File: config.mk
export PLATFORM = sky130hd
export DESIGN_NAME = scytale_transposition_flat
export DESIGN_NICKNAME = d
export VERILOG_FILES = /design/src/hw/rtl/scy_pkg.sv /design/src/hw/rtl/scy_in_if.sv /design/src/hw/rtl/scy_out_if.sv /design/src/hw/rtl/scy_cfg_if.sv /design/src/hw/rtl/scy_front.sv /design/src/hw/rtl/scy_job_fifo.sv /design/src/hw/rtl/scy_back.sv /design/src/hw/rtl/scytale_transposition.sv /design/src/flat_wrapper.sv
export SDC_FILE = /design/constraint.sdc
export NUM_CORES = 1
export LEC_CHECK = 0
export BUFFER_PORTS_ARGS = -buffer_cell sky130_fd_sc_hd__buf_2
export CAP_MARGIN = 20
export CORE_MARGIN = 5
export CORE_UTILIZATION = 63
export DETAILED_ROUTE_END_ITERATION = 6
export GPL_TIMING_DRIVEN = 0
export PLACE_DENSITY = 0.76
export SETUP_SLACK_MARGIN = 0.15
export SYNTH_ARGS = -nofsm -noshare
export SYNTH_HDL_FRONTEND = slang
export SYNTH_HIERARCHICAL = 1
export SYNTH_SLANG_ARGS = --single-unit
File: constraint.sdc
create_clock -name clk -period 13 [get_ports clk]
set_clock_uncertainty 0.15 [all_clocks]
set_input_delay 1.3 -clock clk [delete_from_list [all_inputs] [get_ports clk]]
set_output_delay 1.3 -clock clk [all_outputs]
set_load 0.005 [all_outputs]
File: src/hw/rtl/scy_pkg.sv
// Shared constants, codes and types of the scytale transposition block.
package scy_pkg;

  localparam int MAX_LEN = 64;
  localparam int AW      = $clog2(MAX_LEN);
  localparam int CW      = AW + 1;
  localparam int BUF_AW  = AW + 1;

  localparam int CHAR_W   = 8;
  localparam int RODS_W   = 7;
  localparam int CFG_IX_W = 2;

  localparam logic [CFG_IX_W-1:0] CFG_MODE = 2'd0;
  localparam logic [CFG_IX_W-1:0] CFG_RODS = 2'd1;

  localparam logic MODE_ENC = 1'b0;
  localparam logic MODE_DEC = 1'b1;

  typedef struct packed {
    logic [CW-1:0]     n;
    logic              mode;
    logic [RODS_W-1:0] cols;
    logic              ovf;
    logic              bank;
  } job_t;

  typedef struct packed {
    logic              en;
    logic [BUF_AW-1:0] addr;
    logic [CHAR_W-1:0] data;
  } buf_wr_t;

endpackage

File: src/hw/rtl/scy_in_if.sv
// Input byte channel.
interface scy_in_if;
  import scy_pkg::*;
  logic              valid;
  logic              ready;
  logic [CHAR_W-1:0] in_char;
  logic              in_last;
  modport source (output valid, output in_char, output in_last, input ready);
  modport sink   (input valid, input in_char, input in_last, output ready);
endinterface

File: src/hw/rtl/scy_out_if.sv
// Result character channel.
interface scy_out_if;
  import scy_pkg::*;
  logic              valid;
  logic              ready;
  logic [CHAR_W-1:0] out_char;
  logic              out_last;
  logic              empty_res;
  logic              overflow;
  modport source (output valid, output out_char, output out_last, output empty_res,
                  output overflow, input ready);
  modport sink   (input valid, input out_char, input out_last, input empty_res,
                  input overflow, output ready);
endinterface

File: src/hw/rtl/scy_cfg_if.sv
// Configuration write channel.
interface scy_cfg_if;
  import scy_pkg::*;
  logic                valid;
  logic                ready;
  logic [CFG_IX_W-1:0] index;
  logic [RODS_W-1:0]   data;
  modport source (output valid, output index, output data, input ready);
  modport sink   (input valid, input index, input data, output ready);
endinterface

File: src/hw/rtl/scy_front.sv
// Front end: configuration registers, byte filter and buffer loader.
module scy_front
  import scy_pkg::*;
(
  input  logic           clk,
  input  logic           rst_n,
  scy_in_if.sink         in_ch,
  scy_cfg_if.sink        cfg_ch,
  input  logic           hold,
  input  logic           job_full,
  output logic           job_push,
  output job_t           job,
  output buf_wr_t        buf_wr
);

  logic              mode_r, mode_nxt;
  logic [RODS_W-1:0] rods_r, rods_nxt;
  logic [CW-1:0]     cnt_r, cnt_nxt;
  logic              ovf_r, ovf_nxt;
  logic              bank_r, bank_nxt;

  logic              accept;
  logic              keep;
  logic [CHAR_W-1:0] ch;
  logic              room;
  logic [CW-1:0]     cnt_inc;
  logic              ovf_inc;

  assign in_ch.ready  = !hold && !job_full;
  assign cfg_ch.ready = 1'b1;
  assign accept       = in_ch.valid && in_ch.ready;

  always_comb begin
    ch   = in_ch.in_char;
    keep = 1'b0;
    if (mode_r == MODE_ENC) begin
      if (in_ch.in_char >= 8'h61 && in_ch.in_char <= 8'h7a) begin
        ch   = in_ch.in_char - 8'd32;
        keep = 1'b1;
      end else begin
        keep = (in_ch.in_char >= 8'h41 && in_ch.in_char <= 8'h5a);
      end
    end else begin
      keep = (in_ch.in_char != '0);
    end
  end

  assign room    = (cnt_r < CW'(MAX_LEN));
  assign cnt_inc = (keep && room) ? cnt_r + CW'(1) : cnt_r;
  assign ovf_inc = ovf_r || (keep && !room);

  assign buf_wr.en   = accept && keep && room;
  assign buf_wr.addr = {bank_r, cnt_r[AW-1:0]};
  assign buf_wr.data = ch;

  assign job_push  = accept && in_ch.in_last;
  assign job.n     = cnt_inc;
  assign job.mode  = mode_r;
  assign job.cols  = (rods_r == '0) ? RODS_W'(1) : rods_r;
  assign job.ovf   = ovf_inc;
  assign job.bank  = bank_r;

  always_comb begin
    mode_nxt = mode_r;
    rods_nxt = rods_r;
    cnt_nxt  = cnt_r;
    ovf_nxt  = ovf_r;
    bank_nxt = bank_r;
    if (cfg_ch.valid) begin
      case (cfg_ch.index)
        CFG_MODE: mode_nxt = cfg_ch.data[0];
        CFG_RODS: rods_nxt = cfg_ch.data;
        default:  ;
      endcase
    end
    if (accept) begin
      if (in_ch.in_last) begin
        cnt_nxt  = '0;
        ovf_nxt  = 1'b0;
        bank_nxt = !bank_r;
      end else begin
        cnt_nxt = cnt_inc;
        ovf_nxt = ovf_inc;
      end
    end
  end

  always_ff @(posedge clk) begin
    if (!rst_n) begin
      mode_r <= MODE_ENC;
      rods_r <= RODS_W'(1);
      cnt_r  <= '0;
      ovf_r  <= 1'b0;
      bank_r <= 1'b0;
    end else begin
      mode_r <= mode_nxt;
      rods_r <= rods_nxt;
      cnt_r  <= cnt_nxt;
      ovf_r  <= ovf_nxt;
      bank_r <= bank_nxt;
    end
  end

endmodule

File: src/hw/rtl/scy_job_fifo.sv
// Two-entry queue of finished-message descriptors between front and back.
module scy_job_fifo
  import scy_pkg::*;
(
  input  logic       clk,
  input  logic       rst_n,
  input  logic       push,
  input  job_t       push_job,
  input  logic       pop,
  output job_t       head,
  output logic       not_empty,
  output logic       full,
  output logic [1:0] count
);

  job_t       slot_r [2];
  logic       wr_ptr_r, wr_ptr_nxt;
  logic       rd_ptr_r, rd_ptr_nxt;
  logic [1:0] cnt_r, cnt_nxt;
  logic       do_push, do_pop;

  assign not_empty = (cnt_r != 2'd0);
  assign full      = (cnt_r == 2'd2);
  assign count     = cnt_r;
  assign head      = slot_r[rd_ptr_r];
  assign do_push   = push && !full;
  assign do_pop    = pop && not_empty;

  always_comb begin
    wr_ptr_nxt = do_push ? !wr_ptr_r : wr_ptr_r;
    rd_ptr_nxt = do_pop ? !rd_ptr_r : rd_ptr_r;
    cnt_nxt    = cnt_r + {1'b0, do_push} - {1'b0, do_pop};
  end

  always_ff @(posedge clk) begin
    if (!rst_n) begin
      wr_ptr_r <= 1'b0;
      rd_ptr_r <= 1'b0;
      cnt_r    <= 2'd0;
    end else begin
      wr_ptr_r <= wr_ptr_nxt;
      rd_ptr_r <= rd_ptr_nxt;
      cnt_r    <= cnt_nxt;
    end
  end

  always_ff @(posedge clk) begin
    if (do_push) begin
      slot_r[wr_ptr_r] <= push_job;
    end
  end

endmodule

File: src/hw/rtl/scy_back.sv
// Back end: text buffer and the sequencer that reads it out in transposed order.
module scy_back
  import scy_pkg::*;
(
  input  logic     clk,
  input  logic     rst_n,
  input  buf_wr_t  buf_wr,
  input  logic     job_valid,
  input  job_t     job_in,
  output logic     job_pop,
  output logic     busy,
  scy_out_if.source out_ch
);

  typedef enum logic [1:0] {
    ST_IDLE,
    ST_SPLIT,
    ST_RUN,
    ST_EMPTY
  } state_t;

  logic [CHAR_W-1:0] mem [2*MAX_LEN];

  state_t            state_r;
  job_t              job_r;
  logic [CW-1:0]     rem_r;
  logic [CW-1:0]     rows_r;
  logic [CW:0]       idx_r;
  logic [RODS_W-1:0] col_r;
  logic [CW-1:0]     row_r;
  logic [CW-1:0]     sent_r;

  logic              out_valid_r;
  logic [CHAR_W-1:0] out_char_r;
  logic              out_last_r;
  logic              empty_r;
  logic              ovf_r;

  logic              out_free;
  logic              load_out;
  logic [CW:0]       enc_step;
  logic [CW:0]       dec_step;
  logic              is_final;

  assign out_free  = !out_valid_r || out_ch.ready;
  assign load_out  = out_free && ((state_r == ST_RUN) || (state_r == ST_EMPTY));
  assign busy      = (state_r != ST_IDLE);
  assign job_pop   = (state_r == ST_IDLE) && job_valid;
  assign is_final  = ((sent_r + CW'(1)) == job_r.n);

  // Encrypt walks down a column; decrypt jumps to the same row of the next column.
  assign enc_step = idx_r + (CW+1)'(job_r.cols);
  assign dec_step = idx_r + (CW+1)'(rows_r) - (CW+1)'(1)
                    + (((CW+1)'(col_r) < (CW+1)'(rem_r)) ? (CW+1)'(1) : '0);

  assign out_ch.valid     = out_valid_r;
  assign out_ch.out_char  = out_char_r;
  assign out_ch.out_last  = out_last_r;
  assign out_ch.empty_res = empty_r;
  assign out_ch.overflow  = ovf_r;

  always_ff @(posedge clk) begin
    if (buf_wr.en) begin
      mem[buf_wr.addr] <= buf_wr.data;
    end
  end

  always_ff @(posedge clk) begin
    if (!rst_n) begin
      state_r     <= ST_IDLE;
      out_valid_r <= 1'b0;
    end else begin
      if (out_valid_r && out_ch.ready && !load_out) begin
        out_valid_r <= 1'b0;
      end
      case (state_r)
        ST_IDLE: begin
          if (job_valid) begin
            job_r  <= job_in;
            rem_r  <= job_in.n;
            rows_r <= '0;
            idx_r  <= '0;
            col_r  <= '0;
            row_r  <= '0;
            sent_r <= '0;
            if (job_in.n == '0) begin
              state_r <= ST_EMPTY;
            end else if (job_in.mode == MODE_DEC) begin
              state_r <= ST_SPLIT;
            end else begin
              state_r <= ST_RUN;
            end
          end
        end
        ST_SPLIT: begin
          // Row count and long-column count by repeated subtraction.
          rows_r <= rows_r + CW'(1);
          if ((CW+1)'(rem_r) > (CW+1)'(job_r.cols)) begin
            rem_r <= CW'((CW+1)'(rem_r) - (CW+1)'(job_r.cols));
          end else begin
            state_r <= ST_RUN;
          end
        end
        ST_RUN: begin
          if (out_free) begin
            out_valid_r <= 1'b1;
            out_char_r  <= mem[{job_r.bank, idx_r[AW-1:0]}];
            out_last_r  <= is_final;
            empty_r     <= 1'b0;
            ovf_r       <= job_r.ovf;
            sent_r      <= sent_r + CW'(1);
            if (is_final) begin
              state_r <= ST_IDLE;
            end
            if (job_r.mode == MODE_ENC) begin
              if (enc_step >= (CW+1)'(job_r.n)) begin
                col_r <= col_r + RODS_W'(1);
                idx_r <= (CW+1)'(col_r) + (CW+1)'(1);
              end else begin
                idx_r <= enc_step;
              end
            end else begin
              if (col_r == job_r.cols - RODS_W'(1)) begin
                col_r <= '0;
                row_r <= row_r + CW'(1);
                idx_r <= (CW+1)'(row_r) + (CW+1)'(1);
              end else begin
                col_r <= col_r + RODS_W'(1);
                idx_r <= dec_step;
              end
            end
          end
        end
        ST_EMPTY: begin
          if (out_free) begin
            out_valid_r <= 1'b1;
            out_char_r  <= '0;
            out_last_r  <= 1'b1;
            empty_r     <= 1'b1;
            ovf_r       <= job_r.ovf;
            state_r     <= ST_IDLE;
          end
        end
        default: state_r <= ST_IDLE;
      endcase
    end
  end

endmodule

File: src/hw/rtl/scytale_transposition.sv
// Scytale transposition top level: front loader, job queue and read-out sequencer.
//
//   port    dir  beat carries                               when taken
//   in_ch   in   in_char, in_last                           valid && ready
//   out_ch  out  out_char, out_last, empty_res, overflow    valid && ready
//   cfg_ch  in   index (0 mode, 1 rods), data               valid && ready
//
// Loading takes one byte per cycle, unless stalled, into one of two 64-byte buffer
// banks. After the last byte, encryption emits one character per cycle while
// out_ch is ready; decryption does the row split first, then emits at that rate.
// The front keeps loading the next message while the back emits the previous one;
// it stalls only when both banks hold messages not yet read out.
// Reset is synchronous; the buffer needs no clearing pass.
module scytale_transposition
  import scy_pkg::*;
(
  input  logic      clk,
  input  logic      rst_n,
  scy_in_if.sink    in_ch,
  scy_out_if.source out_ch,
  scy_cfg_if.sink   cfg_ch
);

  job_t       front_job;
  job_t       head_job;
  buf_wr_t    buf_wr;
  logic       job_push;
  logic       job_pop;
  logic       job_valid;
  logic       job_full;
  logic [1:0] job_count;
  logic       back_busy;
  logic [2:0] in_flight;
  logic       hold;

  assign in_flight = {1'b0, job_count} + {2'b00, back_busy};
  assign hold      = (in_flight >= 3'd2);

  scy_front u_front (
    .clk      (clk),
    .rst_n    (rst_n),
    .in_ch    (in_ch),
    .cfg_ch   (cfg_ch),
    .hold     (hold),
    .job_full (job_full),
    .job_push (job_push),
    .job      (front_job),
    .buf_wr   (buf_wr)
  );

  scy_job_fifo u_fifo (
    .clk       (clk),
    .rst_n     (rst_n),
    .push      (job_push),
    .push_job  (front_job),
    .pop       (job_pop),
    .head      (head_job),
    .not_empty (job_valid),
    .full      (job_full),
    .count     (job_count)
  );

  scy_back u_back (
    .clk       (clk),
    .rst_n     (rst_n),
    .buf_wr    (buf_wr),
    .job_valid (job_valid),
    .job_in    (head_job),
    .job_pop   (job_pop),
    .busy      (back_busy),
    .out_ch    (out_ch)
  );

endmodule

File: src/flat_wrapper.sv
// flat-port wrapper written by rule: the top's interface ports become plain ports
module scytale_transposition_flat import scy_pkg::*;
  (clk, rst_n, in_ch_valid, in_ch_in_char, in_ch_in_last, in_ch_ready, out_ch_valid, out_ch_out_char, out_ch_out_last, out_ch_empty_res, out_ch_overflow, out_ch_ready, cfg_ch_valid, cfg_ch_index, cfg_ch_data, cfg_ch_ready);
  scy_in_if in_ch_i ();
  scy_out_if out_ch_i ();
  scy_cfg_if cfg_ch_i ();
  input  logic clk;
  input  logic rst_n;
  input wire logic [$bits(in_ch_i.valid)-1:0] in_ch_valid;
  input wire logic [$bits(in_ch_i.in_char)-1:0] in_ch_in_char;
  input wire logic [$bits(in_ch_i.in_last)-1:0] in_ch_in_last;
  output wire logic [$bits(in_ch_i.ready)-1:0] in_ch_ready;
  output wire logic [$bits(out_ch_i.valid)-1:0] out_ch_valid;
  output wire logic [$bits(out_ch_i.out_char)-1:0] out_ch_out_char;
  output wire logic [$bits(out_ch_i.out_last)-1:0] out_ch_out_last;
  output wire logic [$bits(out_ch_i.empty_res)-1:0] out_ch_empty_res;
  output wire logic [$bits(out_ch_i.overflow)-1:0] out_ch_overflow;
  input wire logic [$bits(out_ch_i.ready)-1:0] out_ch_ready;
  input wire logic [$bits(cfg_ch_i.valid)-1:0] cfg_ch_valid;
  input wire logic [$bits(cfg_ch_i.index)-1:0] cfg_ch_index;
  input wire logic [$bits(cfg_ch_i.data)-1:0] cfg_ch_data;
  output wire logic [$bits(cfg_ch_i.ready)-1:0] cfg_ch_ready;
  assign in_ch_i.valid = in_ch_valid;
  assign in_ch_i.in_char = in_ch_in_char;
  assign in_ch_i.in_last = in_ch_in_last;
  assign in_ch_ready = in_ch_i.ready;
  assign out_ch_valid = out_ch_i.valid;
  assign out_ch_out_char = out_ch_i.out_char;
  assign out_ch_out_last = out_ch_i.out_last;
  assign out_ch_empty_res = out_ch_i.empty_res;
  assign out_ch_overflow = out_ch_i.overflow;
  assign out_ch_i.ready = out_ch_ready;
  assign cfg_ch_i.valid = cfg_ch_valid;
  assign cfg_ch_i.index = cfg_ch_index;
  assign cfg_ch_i.data = cfg_ch_data;
  assign cfg_ch_ready = cfg_ch_i.ready;
  scytale_transposition u_core (.clk(clk), .rst_n(rst_n), .in_ch(in_ch_i), .out_ch(out_ch_i), .cfg_ch(cfg_ch_i));
endmodule
==> results.cfg <==
[route]
drt_iter0_markers = 3578
drcViolationCount = 14
postRouteAntennaNets = 0
num_vias = 25400
via_per_inst = 6.87
firstDrtPassIters = 7
drt_wl_total_microns = 114000
wl_per_cell_microns = 30.8

[logic_synthesis]
post_synth_num_cell_types = 66
synthesis.area_sq_um = 46800
async_flop_share = 0
synth_top_flop_cell = edfxtp_1
ys_warn_count = 6
synth-seq-cells = 1154
synthesis.nets = 2533
seq_area_frac_synth = 0.735
syn_avg_cell_area_sq_um = 19.1
synth_edf_count = 1129
netlist_instances = 2456

[die]
coreArea_sq_um = 74100
dieArea_sq_um = 79900
die_x_microns = 283
initial_utilization = 0.632
dieHeight_microns = 283
io_pins = 37
std_cell_rows = 100

[layout]
fin_nets = 2716
layout-drive-gt1-share = 0.217
mostFrequentLayoutCell = edfxtp_1
mostFrequentLayoutCells = edfxtp_1, mux4_2, nor2_1, clkbuf_16, clkbuf_1
multi_input_area_sq_um = 11500
area.growth.synth_to_final_pct = 11.4
fillers = 4382
ff_latch_area_sq_um = 34400

[clock_tree]
clock_latency_ns = 0.68
post_cts_resized = 0
cts_buffers = 109
cts_setup_buffers = 0
clock_sinks = 1154
path_clk_slew_ns = 0.06
tritoncts = done
root_buffer = clkbuf_16
cts-hold-fix-buffers = 0
htreeDepth = 3
cts_max_path_buffers = 3

[timing]
tns_ns = 0
grt_setup_unrepaired = false
period_needed_ns = 5.02
final-setup-viol-count = 0
tightestPinTransition_ns = 1.23
max_freq_mhz = 199
final_max_slew_viol_count = 0
hold_violations = 0
slew_headroom = 0.177
finalCritPeriodShare = 0.386

[critical_path]
critPathArrivalTime_ns = 5.15
critical_path.reg2reg.startpoint = u_core/u_back/idx_r[1]
worstSetupStartpoint = in_ch_in_char[5]
cp-start-kind = input port
crit_path_end_kind = flop
crit_type = in -> reg
critPathRequiredTime_ns = 13.13
cp_max_fo = 10

[global_routing]
first_global_vias = 25400
grt_use_total = 0.289
overflow = 0
antenna_found_initial = 3
grt_start_max_net_pins = 97
grt_pass1_wl_microns = 167000

[placement]
portBuffers = 35
place.gp.congestion = 0.971
dpl.hpwl_microns = 75300

[worst_hold_path]
hold_start = u_core/u_back/job_r[1]
holdCritPathClass = reg -> reg

[run]
maxCapViolCount = 0

[outcome]
status = complete, but fails checks
violations = DRC

[pwr]
vdd_drop_max_uv = 142
leakage_nw = 16.8
power_mw = 9.36
p_per_area_nw_per_um2 = 179
metrics by stage:
stage	setup slack (ns)	utilization	hold slack (ns)	instance area [sq um]	instances
detailed placement	7.22	0.659	0.285	48800	3495
global route	7.88	0.705	0.312	52200	3698
floorplan	6.74	-	0.250	46800	2456
global placement	3.51	0.651	0.263	48200	3460
CTS	7.95	0.704	0.296	52200	3696
finish	7.98	0.705	0.295	52200	3700
where the power goes:
group          internal (mW)  switching, mW
logic                  0.830           1.25
registers               4.21         0.0712
clock network           1.67           1.33
total                   6.72           2.64
critical path: stages:
cell,delay [ns]
buf_2,0.12
inv_1,0.16
ha_1,0.19
or2_2,0.11
a21oi_1,0.12
o31a_2,0.34
buf_6,0.15
nor2_1,0.24
clkbuf_1,0.40
nor2b_1,0.35
nand2_1,0.30
clkbuf_1,0.44
buf_8,0.29
nor2_1,0.61
state kept, by name, summed over array words and instances, names as in the netlist, named ones only:
name	flops
u_core/u_back/job_r	17
u_core/u_back/out_ch.empty_res	1
u_core/u_front/cnt_r	7
u_core/u_back/out_ch.out_last	1
u_core/u_back/rem_r	7
u_core/u_back/out_ch.out_char	8
u_core/u_front/mode_r	1
u_core/u_front/rods_r	7
u_core/u_back/out_ch.valid	1
u_core/u_back/out_ch.overflow	1
u_core/u_back/mem	1024
u_core/u_back/idx_r	8
u_core/u_fifo/rd_ptr_r	1
u_core/u_fifo/wr_ptr_r	1
u_core/u_fifo/count	2
u_core/u_back/col_r	7
u_core/u_fifo/slot_r	34
u_core/u_back/row_r	7
u_core/u_front/ovf_r	1
u_core/u_front/bank_r	1
u_core/u_back/rows_r	7
u_core/u_back/sent_r	7
u_core/u_back/state_r	2
per-layer routing:
| metal | routed length, microns | global-route usage | up-vias |
|---|---|---|---|
| li1 | - | - | 10400 |
| met3 | 12800 | 0.0699 | 314 |
| met4 | 5150 | 0.116 | 4 |
| met5 | 33 | 0 | - |
| met2 | 54400 | 0.454 | 1691 |
| met1 | 41500 | 0.401 | 13100 |
synthesized netlist by cell type (all sizes together), types with 4 or more instances:
master	count	area share
xor2	22	0.0041
o21a	9	0.0014
mux2i	10	0.0021
nor2b	22	0.0029
clkbuf	61	0.0049
buf	72	0.011
ha	51	0.014
nand3	33	0.0035
a21oi	53	0.0057
nor3	36	0.0038
dfxtp	25	0.011
mux4	256	0.12
and3	7	0.00093
o31ai	4	0.00064
or2	5	0.00067
o21ai	21	0.0023
o22ai	30	0.0040
nand2	60	0.0048
a221oi	33	0.0092
edfxtp	1129	0.72
nand4	11	0.0015
and2	7	0.00093
nor4	5	0.00067
a22oi	65	0.010
a31oi	10	0.0013
mux2	20	0.0056
inv	67	0.0054
a21o	13	0.0021
nand2b	10	0.0013
nor2	199	0.016
a22o	32	0.0060
xnor2	39	0.0073
worst paths after layout:
check / endpoint / slack (ns) / depth (start not counted)
hold / removal: u_core/u_back/out_ch.overflow / 0.29 / 0
setup reg to reg: u_core/u_back/idx_r[7] / 8.09 / 15
hold reg to reg: u_core/u_back/out_ch.overflow / 0.29 / 0
setup / recovery: u_core/u_back/mem[26][1] / 7.98 / 14
cells by family (layout without fill, tap and decap cells):
| logic type | after synthesis | count (layout) | synth area share |
|---|---|---|---|
| muxes | 286 | 286 | 0.131 |
| AOI/OAI and AO/OA | 290 | 290 | 0.0468 |
| and+or+nand+nor | 410 | 410 | 0.0399 |
| xor gates and xnor gates | 61 | 61 | 0.0114 |
| adders and majority gates | 54 | 54 | 0.0149 |
| DFF | 1154 | 1154 | 0.735 |
| buffers and inverters | 200 | 473 | 0.0215 |
| other | 1 | 3 | 0.0000801 |
cell type report:
cell class | count | area share
buffer | 133 | 0.0144
clock inverter | 65 | 0.00978
clock buffer | 136 | 0.0546
multi-input combinational | 1102 | 0.220
sequential | 1154 | 0.659
antenna | 2 | 0.0000959
timing repair buffer | 72 | 0.0143
tap | 969 | 0.0232
inverter | 67 | 0.00482
Power figures use the tool's default switching activity.
